--- src/rtl/tmcs_pkg.sv ---
package tmcs_pkg;

    localparam int MAX_DIMENSION = 16384;
    localparam int MAX_LAYERS    = 2048;
    localparam int MAX_ELEMENT   = 128;

    // field widths
    localparam int DIM_W   = 15;
    localparam int LAYER_W = 12;
    localparam int ESIZE_W = 8;
    localparam int MIP_W   = 4;
    localparam int STAT_W  = 2;
    localparam int BYTES_W = 45;
    localparam int IMG_W   = 15;

    // shared multiplier operand widths
    localparam int MUL_A_W = 33;
    localparam int MUL_B_W = 15;
    localparam int MUL_P_W = MUL_A_W + MUL_B_W;

    localparam logic [BYTES_W-1:0] BYTES_LIMIT  = '1;
    localparam logic [IMG_W-1:0]   IMAGES_LIMIT = '1;

    typedef logic [STAT_W-1:0] t_status;

    localparam t_status ST_OK     = 2'd0;
    localparam t_status ST_BADARG = 2'd1;
    localparam t_status ST_MIPS   = 2'd2;

    typedef logic [MUL_A_W-1:0] t_mul_a;
    typedef logic [MUL_B_W-1:0] t_mul_b;
    typedef logic [MUL_P_W-1:0] t_prod;

    // full chain length: one more than the index of the highest set bit
    function automatic logic [MIP_W-1:0] chain_len(input logic [DIM_W-1:0] v);
        logic [MIP_W-1:0] n;
        n = MIP_W'(1);
        for (int i = 1; i < DIM_W; i++) begin
            if (v[i]) begin
                n = MIP_W'(i + 1);
            end
        end
        return n;
    endfunction

endpackage

--- src/rtl/tmcs_mul.sv ---
module tmcs_mul (
    input  logic             i_clk,
    input  tmcs_pkg::t_mul_a i_a,
    input  tmcs_pkg::t_mul_b i_b,
    output tmcs_pkg::t_prod  o_prod
);
    import tmcs_pkg::*;

    t_prod r_prod;

    // one registered product per cycle
    always_ff @(posedge i_clk) begin
        r_prod <= t_prod'(i_a) * t_prod'(i_b);
    end

    assign o_prod = r_prod;

endmodule

--- src/rtl/texture_mip_chain_size_top.sv ---
// texture mip chain byte size
//
// input channel: one texture description per item (i_in_valid / o_in_stall).
// the item is taken when i_in_valid is high and o_in_stall is low. the block
// raises o_in_stall from taking an item until its sequencer is back in idle.
// output channel: one result item per input item (o_out_valid / i_out_stall),
// held in an output register, so a new item is taken while a result waits.
// a rejected item goes from idle to the done state and from there into the output
// register. a valid one takes, for each mip level, three passes through the one
// shared 33x15 multiplier (row pitch, slice pitch, slice count) and one accumulate
// step before it reaches the done state. the block takes no new item until the
// sequencer has left its done state and is back in idle, so items never overlap.
// when the receiver stalls, the finished result stays in the output register
// and the sequencer waits in its done state until that register frees up.
// reset (synchronous, active low) empties the output register and returns the
// sequencer to idle; no item is taken while reset is asserted.
module texture_mip_chain_size_top (
    input  logic                             i_clk,
    input  logic                             i_rst_n,
    input  logic                             i_in_valid,
    output logic                             o_in_stall,
    input  logic                             i_dimension_3d,
    input  logic                             i_block_compressed,
    input  logic [tmcs_pkg::ESIZE_W-1:0]     i_element_size,
    input  logic [tmcs_pkg::DIM_W-1:0]       i_width,
    input  logic [tmcs_pkg::DIM_W-1:0]       i_height,
    input  logic [tmcs_pkg::LAYER_W-1:0]     i_layers,
    input  logic [tmcs_pkg::MIP_W-1:0]       i_mip_request,
    output logic                             o_out_valid,
    input  logic                             i_out_stall,
    output logic [tmcs_pkg::STAT_W-1:0]      o_status,
    output logic [tmcs_pkg::MIP_W-1:0]       o_mip_count,
    output logic [tmcs_pkg::BYTES_W-1:0]     o_total_bytes,
    output logic [tmcs_pkg::IMG_W-1:0]       o_image_count
);
    import tmcs_pkg::*;

    // sequencer states
    localparam logic [2:0] S_IDLE = 3'd0;
    localparam logic [2:0] S_M1   = 3'd1;  // row pitch product
    localparam logic [2:0] S_M2   = 3'd2;  // slice pitch product
    localparam logic [2:0] S_M3   = 3'd3;  // slice bytes times count
    localparam logic [2:0] S_ACC  = 3'd4;  // accumulate and halve
    localparam logic [2:0] S_DONE = 3'd5;

    logic [2:0]         r_state, n_state;
    logic               r_out_valid, n_out_valid;

    // working registers of the current item
    logic               r_bc, n_bc;
    logic               r_vol, n_vol;
    logic [ESIZE_W-1:0] r_esize, n_esize;
    logic [DIM_W-1:0]   r_w, n_w;
    logic [DIM_W-1:0]   r_h, n_h;
    logic [LAYER_W-1:0] r_cnt, n_cnt;
    logic [MIP_W-1:0]   r_left, n_left;
    logic [MIP_W-1:0]   r_mips, n_mips;
    t_status            r_stat, n_stat;
    logic [BYTES_W-1:0] r_total, n_total;
    logic [IMG_W-1:0]   r_images, n_images;

    // output register
    t_status            r_o_stat, n_o_stat;
    logic [MIP_W-1:0]   r_o_mips, n_o_mips;
    logic [BYTES_W-1:0] r_o_total, n_o_total;
    logic [IMG_W-1:0]   r_o_images, n_o_images;

    logic               in_acc;
    logic               bad_arg;
    logic [MIP_W-1:0]   full_len;
    logic [MIP_W-1:0]   req_mips;
    logic               too_many;

    t_mul_a             mul_a;
    t_mul_b             mul_b;
    t_prod              prod;

    logic [DIM_W:0]     w_p3, h_p3;
    logic [22:0]        row_p7;
    t_mul_a             row;
    logic [MUL_P_W:0]   total_sum;
    logic [IMG_W:0]     img_sum;
    logic               out_free;

    assign o_in_stall  = (r_state != S_IDLE) || !i_rst_n;
    assign in_acc      = i_in_valid && !o_in_stall;
    assign o_out_valid = r_out_valid;
    assign o_status      = r_o_stat;
    assign o_mip_count   = r_o_mips;
    assign o_total_bytes = r_o_total;
    assign o_image_count = r_o_images;

    // request checks, decided at the input
    assign bad_arg = (i_element_size == '0) || (32'(i_element_size) > MAX_ELEMENT) ||
                     (i_width == '0) || (i_height == '0) || (i_layers == '0) ||
                     (32'(i_width) > MAX_DIMENSION) || (32'(i_height) > MAX_DIMENSION) ||
                     (32'(i_layers) > MAX_LAYERS);
    assign full_len = chain_len(i_width | i_height);
    assign too_many = (i_mip_request > MIP_W'(1)) && (i_mip_request > full_len);
    assign req_mips = (i_mip_request == '0) ? full_len : i_mip_request;

    // 4x4 block counts, and rounding of bit rows up to bytes
    assign w_p3   = {1'b0, r_w} + (DIM_W+1)'(3);
    assign h_p3   = {1'b0, r_h} + (DIM_W+1)'(3);
    assign row_p7 = prod[22:0] + 23'd7;
    assign row    = r_bc ? prod[MUL_A_W-1:0] : MUL_A_W'(row_p7[22:3]);

    // operand selection for the shared multiplier
    always_comb begin
        mul_a = '0;
        mul_b = '0;
        case (r_state)
            S_M1: begin
                mul_a = r_bc ? MUL_A_W'(w_p3[DIM_W:2]) : MUL_A_W'(r_w);
                mul_b = MUL_B_W'(r_esize);
            end
            S_M2: begin
                mul_a = row;
                mul_b = r_bc ? MUL_B_W'(h_p3[DIM_W:2]) : MUL_B_W'(r_h);
            end
            S_M3: begin
                mul_a = prod[MUL_A_W-1:0];
                mul_b = MUL_B_W'(r_cnt);
            end
            default: begin
                mul_a = '0;
                mul_b = '0;
            end
        endcase
    end

    tmcs_mul u_mul (
        .i_clk  (i_clk),
        .i_a    (mul_a),
        .i_b    (mul_b),
        .o_prod (prod)
    );

    assign total_sum = (MUL_P_W+1)'(r_total) + (MUL_P_W+1)'(prod);
    assign img_sum   = (IMG_W+1)'(r_images) + (IMG_W+1)'(r_cnt);
    assign out_free  = !r_out_valid || !i_out_stall;

    always_comb begin
        n_state     = r_state;
        n_out_valid = r_out_valid;
        n_bc        = r_bc;
        n_vol       = r_vol;
        n_esize     = r_esize;
        n_w         = r_w;
        n_h         = r_h;
        n_cnt       = r_cnt;
        n_left      = r_left;
        n_mips      = r_mips;
        n_stat      = r_stat;
        n_total     = r_total;
        n_images    = r_images;
        n_o_stat    = r_o_stat;
        n_o_mips    = r_o_mips;
        n_o_total   = r_o_total;
        n_o_images  = r_o_images;

        if (r_out_valid && !i_out_stall) begin
            n_out_valid = 1'b0;
        end

        case (r_state)
            S_IDLE: begin
                if (in_acc) begin
                    n_bc     = i_block_compressed;
                    n_vol    = i_dimension_3d;
                    n_esize  = i_element_size;
                    n_w      = i_width;
                    n_h      = i_height;
                    n_cnt    = i_layers;
                    n_left   = req_mips;
                    n_mips   = req_mips;
                    n_total  = '0;
                    n_images = '0;
                    if (bad_arg) begin
                        n_stat  = ST_BADARG;
                        n_mips  = '0;
                        n_state = S_DONE;
                    end else if (too_many) begin
                        n_stat  = ST_MIPS;
                        n_mips  = '0;
                        n_state = S_DONE;
                    end else begin
                        n_stat  = ST_OK;
                        n_state = S_M1;
                    end
                end
            end
            S_M1: begin
                n_state = S_M2;
            end
            S_M2: begin
                n_state = S_M3;
            end
            S_M3: begin
                n_state = S_ACC;
            end
            S_ACC: begin
                // sums saturate instead of wrapping
                if (total_sum > (MUL_P_W+1)'(BYTES_LIMIT)) begin
                    n_total = BYTES_LIMIT;
                end else begin
                    n_total = total_sum[BYTES_W-1:0];
                end
                if (img_sum > (IMG_W+1)'(IMAGES_LIMIT)) begin
                    n_images = IMAGES_LIMIT;
                end else begin
                    n_images = img_sum[IMG_W-1:0];
                end
                if (r_w > DIM_W'(1)) begin
                    n_w = r_w >> 1;
                end
                if (r_h > DIM_W'(1)) begin
                    n_h = r_h >> 1;
                end
                // volume depth shrinks with the level, array layers do not
                if (r_vol && (r_cnt > LAYER_W'(1))) begin
                    n_cnt = r_cnt >> 1;
                end
                n_left = r_left - MIP_W'(1);
                if (r_left == MIP_W'(1)) begin
                    n_state = S_DONE;
                end else begin
                    n_state = S_M1;
                end
            end
            S_DONE: begin
                if (out_free) begin
                    n_out_valid = 1'b1;
                    n_o_stat    = r_stat;
                    n_o_mips    = r_mips;
                    n_o_total   = r_total;
                    n_o_images  = r_images;
                    n_state     = S_IDLE;
                end
            end
            default: begin
                n_state = S_IDLE;
            end
        endcase
    end

    always_ff @(posedge i_clk) begin
        if (!i_rst_n) begin
            r_state     <= S_IDLE;
            r_out_valid <= 1'b0;
        end else begin
            r_state     <= n_state;
            r_out_valid <= n_out_valid;
        end
    end

    always_ff @(posedge i_clk) begin
        r_bc       <= n_bc;
        r_vol      <= n_vol;
        r_esize    <= n_esize;
        r_w        <= n_w;
        r_h        <= n_h;
        r_cnt      <= n_cnt;
        r_left     <= n_left;
        r_mips     <= n_mips;
        r_stat     <= n_stat;
        r_total    <= n_total;
        r_images   <= n_images;
        r_o_stat   <= n_o_stat;
        r_o_mips   <= n_o_mips;
        r_o_total  <= n_o_total;
        r_o_images <= n_o_images;
    end

    // a rejected item goes straight to the result
    a_reject_done: assert property (@(posedge i_clk) disable iff (!i_rst_n)
        in_acc && bad_arg |=> r_state == S_DONE && r_stat == ST_BADARG)
        else $error("rejected item did not go to done");

    // an error result carries no size
    a_err_zero: assert property (@(posedge i_clk) disable iff (!i_rst_n)
        o_out_valid && o_status != ST_OK |->
            o_mip_count == '0 && o_total_bytes == '0 && o_image_count == '0)
        else $error("error result with nonzero fields");

    // a level pass never starts with no levels left
    a_left_nonzero: assert property (@(posedge i_clk) disable iff (!i_rst_n)
        r_state == S_M1 |-> r_left != '0)
        else $error("level pass with zero levels left");

    // the product passes run in order
    a_pass_order: assert property (@(posedge i_clk) disable iff (!i_rst_n)
        r_state == S_M1 |=> r_state == S_M2 ##1 r_state == S_M3 ##1 r_state == S_ACC)
        else $error("multiplier passes out of order");

    // a waiting result is not overwritten
    a_out_hold: assert property (@(posedge i_clk) disable iff (!i_rst_n)
        o_out_valid && i_out_stall |=> o_out_valid && $stable(o_total_bytes))
        else $error("stalled result lost");

endmodule

--- config.mk ---
export PLATFORM = sky130hd
export DESIGN_NAME = texture_mip_chain_size_top
export DESIGN_NICKNAME = d
export VERILOG_FILES = /design/src/rtl/tmcs_pkg.sv /design/src/rtl/tmcs_mul.sv /design/src/rtl/texture_mip_chain_size_top.sv
export SDC_FILE = /design/constraint.sdc
export NUM_CORES = 2
export LEC_CHECK = 0
export ABC_AREA = 1
export ABC_CLOCK_PERIOD_IN_PS = 7110
export BUFFER_PORTS_ARGS = -buffer_cell sky130_fd_sc_hd__buf_2
export CELL_PAD_IN_SITES_DETAIL_PLACEMENT = 0
export CELL_PAD_IN_SITES_GLOBAL_PLACEMENT = 1
export CORE_MARGIN = 4
export CORE_UTILIZATION = 30
export DETAILED_ROUTE_END_ITERATION = 7
export GPL_TIMING_DRIVEN = 0
export PLACE_DENSITY_LB_ADDON = 0.1
export SLEW_MARGIN = 20
export SYNTH_ARGS = -nofsm -noshare
export SYNTH_HDL_FRONTEND = slang
export SYNTH_SLANG_ARGS = --single-unit
--- constraint.sdc ---
create_clock -name i_clk -period 7.11 [get_ports i_clk]
set_clock_uncertainty 0.1 [all_clocks]
set_input_delay 1.422 -clock i_clk [delete_from_list [all_inputs] [get_ports i_clk]]
set_output_delay 1.422 -clock i_clk [all_outputs]
set_load 0.005 [all_outputs]
==> results_dict.tcl <==
set metrics [dict create \
    status "finished with violations" \
    violations "negative setup slack" \
    dp_slack_ns -1.845 \
    routed_via_density 4.759 \
    whs_ns 0.3212 \
    worst_setup_path_end_kind "flip-flop" \
    portBuffers 127 \
    yosysWarningCount 0 \
    yosysTopAreaCell "fa_1" \
    p_leak_nw 18.21 \
    dieWidth_microns 325.7 \
    synthCells 3792 \
    dp_cells 5235 \
    critPathArrivalTime_ns 7.51 \
    setup_violations 1 \
    tritoncts "yes" \
    drive_gt1_frac 0.2309 \
    synth-main-ff-cell "edfxtp_1" \
    firstDrtPassIters 5 \
    worst_slack_ns -0.01850 \
    rows 116 \
    synth_most_common_cell "nand2_1" \
    synth_top_cells_by_count "nand2_1, inv_1, fa_1, nor2_1, edfxtp_1" \
    drtAntennaViolNets 0 \
    cp.required_ns 7.50 \
    cts_made_buffers 27 \
    max_freq_ghz 0.1403 \
    slew_headroom 0.3304 \
    cap_viol_max_count 0 \
    drt-wirelength-per-cell_microns 21.61 \
    fp.dieH_microns 325.7 \
    worst_slew_pin_slew_ns 1.004 \
    fin_tns_setup_ns -0.01850 \
    clk_pin_slew_ns 0.06 \
    hold_violations 0 \
    hp-start "r_mips[3]" \
    fin_nets 4827 \
    synth_edf_count 188 \
    core_sq_um 100100 \
    antenna_found_initial 9 \
    place_congestion 0.8840 \
    period_minus_slack_ns 7.128 \
    critPathMaxFanout 7 \
    syn2layout_area_growth_pct 27.31 \
    vias 26223 \
    synth_area_sq_um 30270 \
    rr_worst_depth 35 \
    crit_type "reg2reg" \
    grt_pass1_vias 27344 \
    start_util 0.3023 \
    grt_max_degree 25 \
    synth.top_cell.area_share 0.2665 \
    io_pins 128 \
    fin_cells 5510 \
    power_density_nw_per_um2 280.3 \
    dp_hpwl_microns 97840 \
    path_common_cell "fa_1" \
    peakVddDrop_uv 173.7 \
    regToRegSetupSlack_ns -0.02 \
    syn_avg_cell_area_sq_um 7.983 \
    hold_buffers 0 \
    min_to "o_mip_count[3]" \
    drt_iter0_drc 1832 \
    fp.dieArea_sq_um 106100 \
    synthTopCellsByArea "fa_1, edfxtp_1, nand2_1" \
    clock_latency_ns 0.58 \
    clock_sinks 240 \
    yosys.cell_types.count 62 \
    slowest_stage "fa_1" \
    power.total_mw 10.80 \
    grt_usage 0.2209 \
    h-tree-depth 1 \
    fin_crit_sh 1.003 \
    hp-class "reg2reg" \
    synth_seq_cells 240 \
    hold_depth 0 \
    synth-async-reset-ratio 0 \
    drv_slew 0 \
    cts_buffer_depth 3 \
    drt_wl_total_microns 119100 \
    ys_seq_area_frac 0.2209 \
    remaining_drc_errors 0 \
    r2r_end "u_mul.o_prod[36]" \
    grt_pass1_wl_microns 177200 \
    rsz0062_at_grt "true" \
    globalRoute.totalOverflow 0 \
    critPathMaxStageDelay_ns 0.63 \
    clockRootBuffer "clkbuf_16" \
    rr_startpoint "u_mul.o_prod[0]" \
    startpoint_type "flip-flop" \
]
-- per-layer routing --
layer	global-route usage	share of wire
met1	0.3160	0.47
met2	0.3748	0.47
met3	0.01880	0.036
met4	0.02798	0.016
met5	0	0.00023
-- placed cells by master (no fill, tap or decap), types with 12 or more instances in the layout --
| cell | n |
|---|---|
| buf_8 | 18 |
| clkbuf_1 | 15 |
| dfxtp_2 | 14 |
| inv_1 | 725 |
| nand2_2 | 50 |
| nand2_1 | 815 |
| nand2_4 | 28 |
| fa_2 | 22 |
| conb_1 | 13 |
| a21oi_2 | 24 |
| a31oi_1 | 18 |
| fa_1 | 381 |
| nand3_1 | 129 |
| nor2_4 | 52 |
| o21bai_1 | 16 |
| a21oi_4 | 13 |
| a21oi_1 | 128 |
| dfxtp_1 | 35 |
| buf_4 | 188 |
| inv_2 | 74 |
| edfxtp_1 | 188 |
| o21ai_1 | 12 |
| nand4_1 | 30 |
| buf_12 | 33 |
| ha_1 | 144 |
| nor2_2 | 30 |
| o21ai_0 | 100 |
| clkbuf_16 | 31 |
| nor3_1 | 30 |
| nor2_1 | 307 |
| xor2_1 | 37 |
| xnor2_1 | 37 |
| ha_4 | 26 |
| nand3b_1 | 12 |
| buf_2 | 130 |
| buf_6 | 40 |
| nand3_2 | 18 |
| o21ai_2 | 13 |
-- final cells by class --
| class | instances | area, sq um |
|---|---|---|
| Clock inverter | 18 | 137.6 |
| Clock buffer | 32 | 704.4 |
| Tap cell | 1298 | 1624 |
| Multi-Input combinational cell | 2652 | 22290 |
| Fill cell | 10511 | 61610 |
| Sequential cell | 240 | 6715 |
| Buffer | 85 | 962.2 |
| Inverter | 825 | 3198 |
| Timing Repair Buffer | 358 | 2902 |
| Antenna cell | 2 | 5.005 |
-- worst max path at each step --
stage,slack (ns),startpoint,endpoint
detailed placement,-1.84,r_state[2],u_mul.o_prod[37]
finish,-0.02,u_mul.o_prod[0],u_mul.o_prod[36]
global route,-0.24,u_mul.o_prod[0],u_mul.o_prod[39]
floorplan,0.31,u_mul.o_prod[1],u_mul.o_prod[45]
global placement,-2.47,i_rst_n,r_h[8]
CTS,-0.01,u_mul.o_prod[0],u_mul.o_prod[40]
-- cell families (layout without fill, tap and decap cells) --
| logic type | after synthesis | in the layout | synth area share |
|---|---|---|---|
| AND/OR/NAND/NOR | 1558 | 1558 | 0.2163 |
| buffers and inverters | 911 | 1318 | 0.1178 |
| adder cells (fa/ha/maj) | 578 | 578 | 0.3388 |
| AO/OA/AOI/OAI | 414 | 414 | 0.08014 |
| flip-flops | 240 | 240 | 0.2209 |
| XOR/XNOR | 88 | 88 | 0.02546 |
| other | 2 | 15 | 0.0002481 |
| multiplexers | 1 | 1 | 0.0003307 |
-- metrics by stage --
step                cell area (sq um)  utilization
finish                          38540       0.3848
global placement                32570       0.3253
global route                    38540       0.3848
CTS                             36380       0.3632
floorplan                       30310            -
detailed placement              32780       0.3273
-- power breakdown --
| part | leakage, nW | internal, mW | switching, mW |
|---|---|---|---|
| Clock | 0.404 | 0.749 | 0.624 |
| Combinational | 15.6 | 2.39 | 4.29 |
| Sequential | 2.22 | 2.27 | 0.471 |
-- sequential cells by signal (all words and copies together), names as in the netlist, 3 cells and up --
register	count
u_mul.o_prod	48
o_mip_count	4
r_mips	4
r_w	15
r_images	15
r_esize	8
r_total	45
r_state	3
r_h	15
r_left	4
o_total_bytes	45
o_image_count	15
r_cnt	12
-- worst max-delay path: cells and delay by family, from the launching register on --
kind / cells / cell delay, ns
adder cells (fa/ha/maj): 7 / 3.30
AND/OR/NAND/NOR: 12 / 1.30
buffers and inverters: 11 / 1.09
AO/OA/AOI/OAI: 3 / 0.43
XOR/XNOR: 2 / 0.42
flip-flops: 1 / 0.34
-- repair_timing --
| action | 4_1_cts | 5_1_grt |
|---|---|---|
| pin swaps | 147 | 227 |
| gates resized for setup | 429 | 384 |
| endpoints found under the setup margin | 38 | 33 |
| cloned | 2 | 4 |
| setup buffers | 125 | 95 |
No activity file was read; power rests on OpenSTA's default activity.
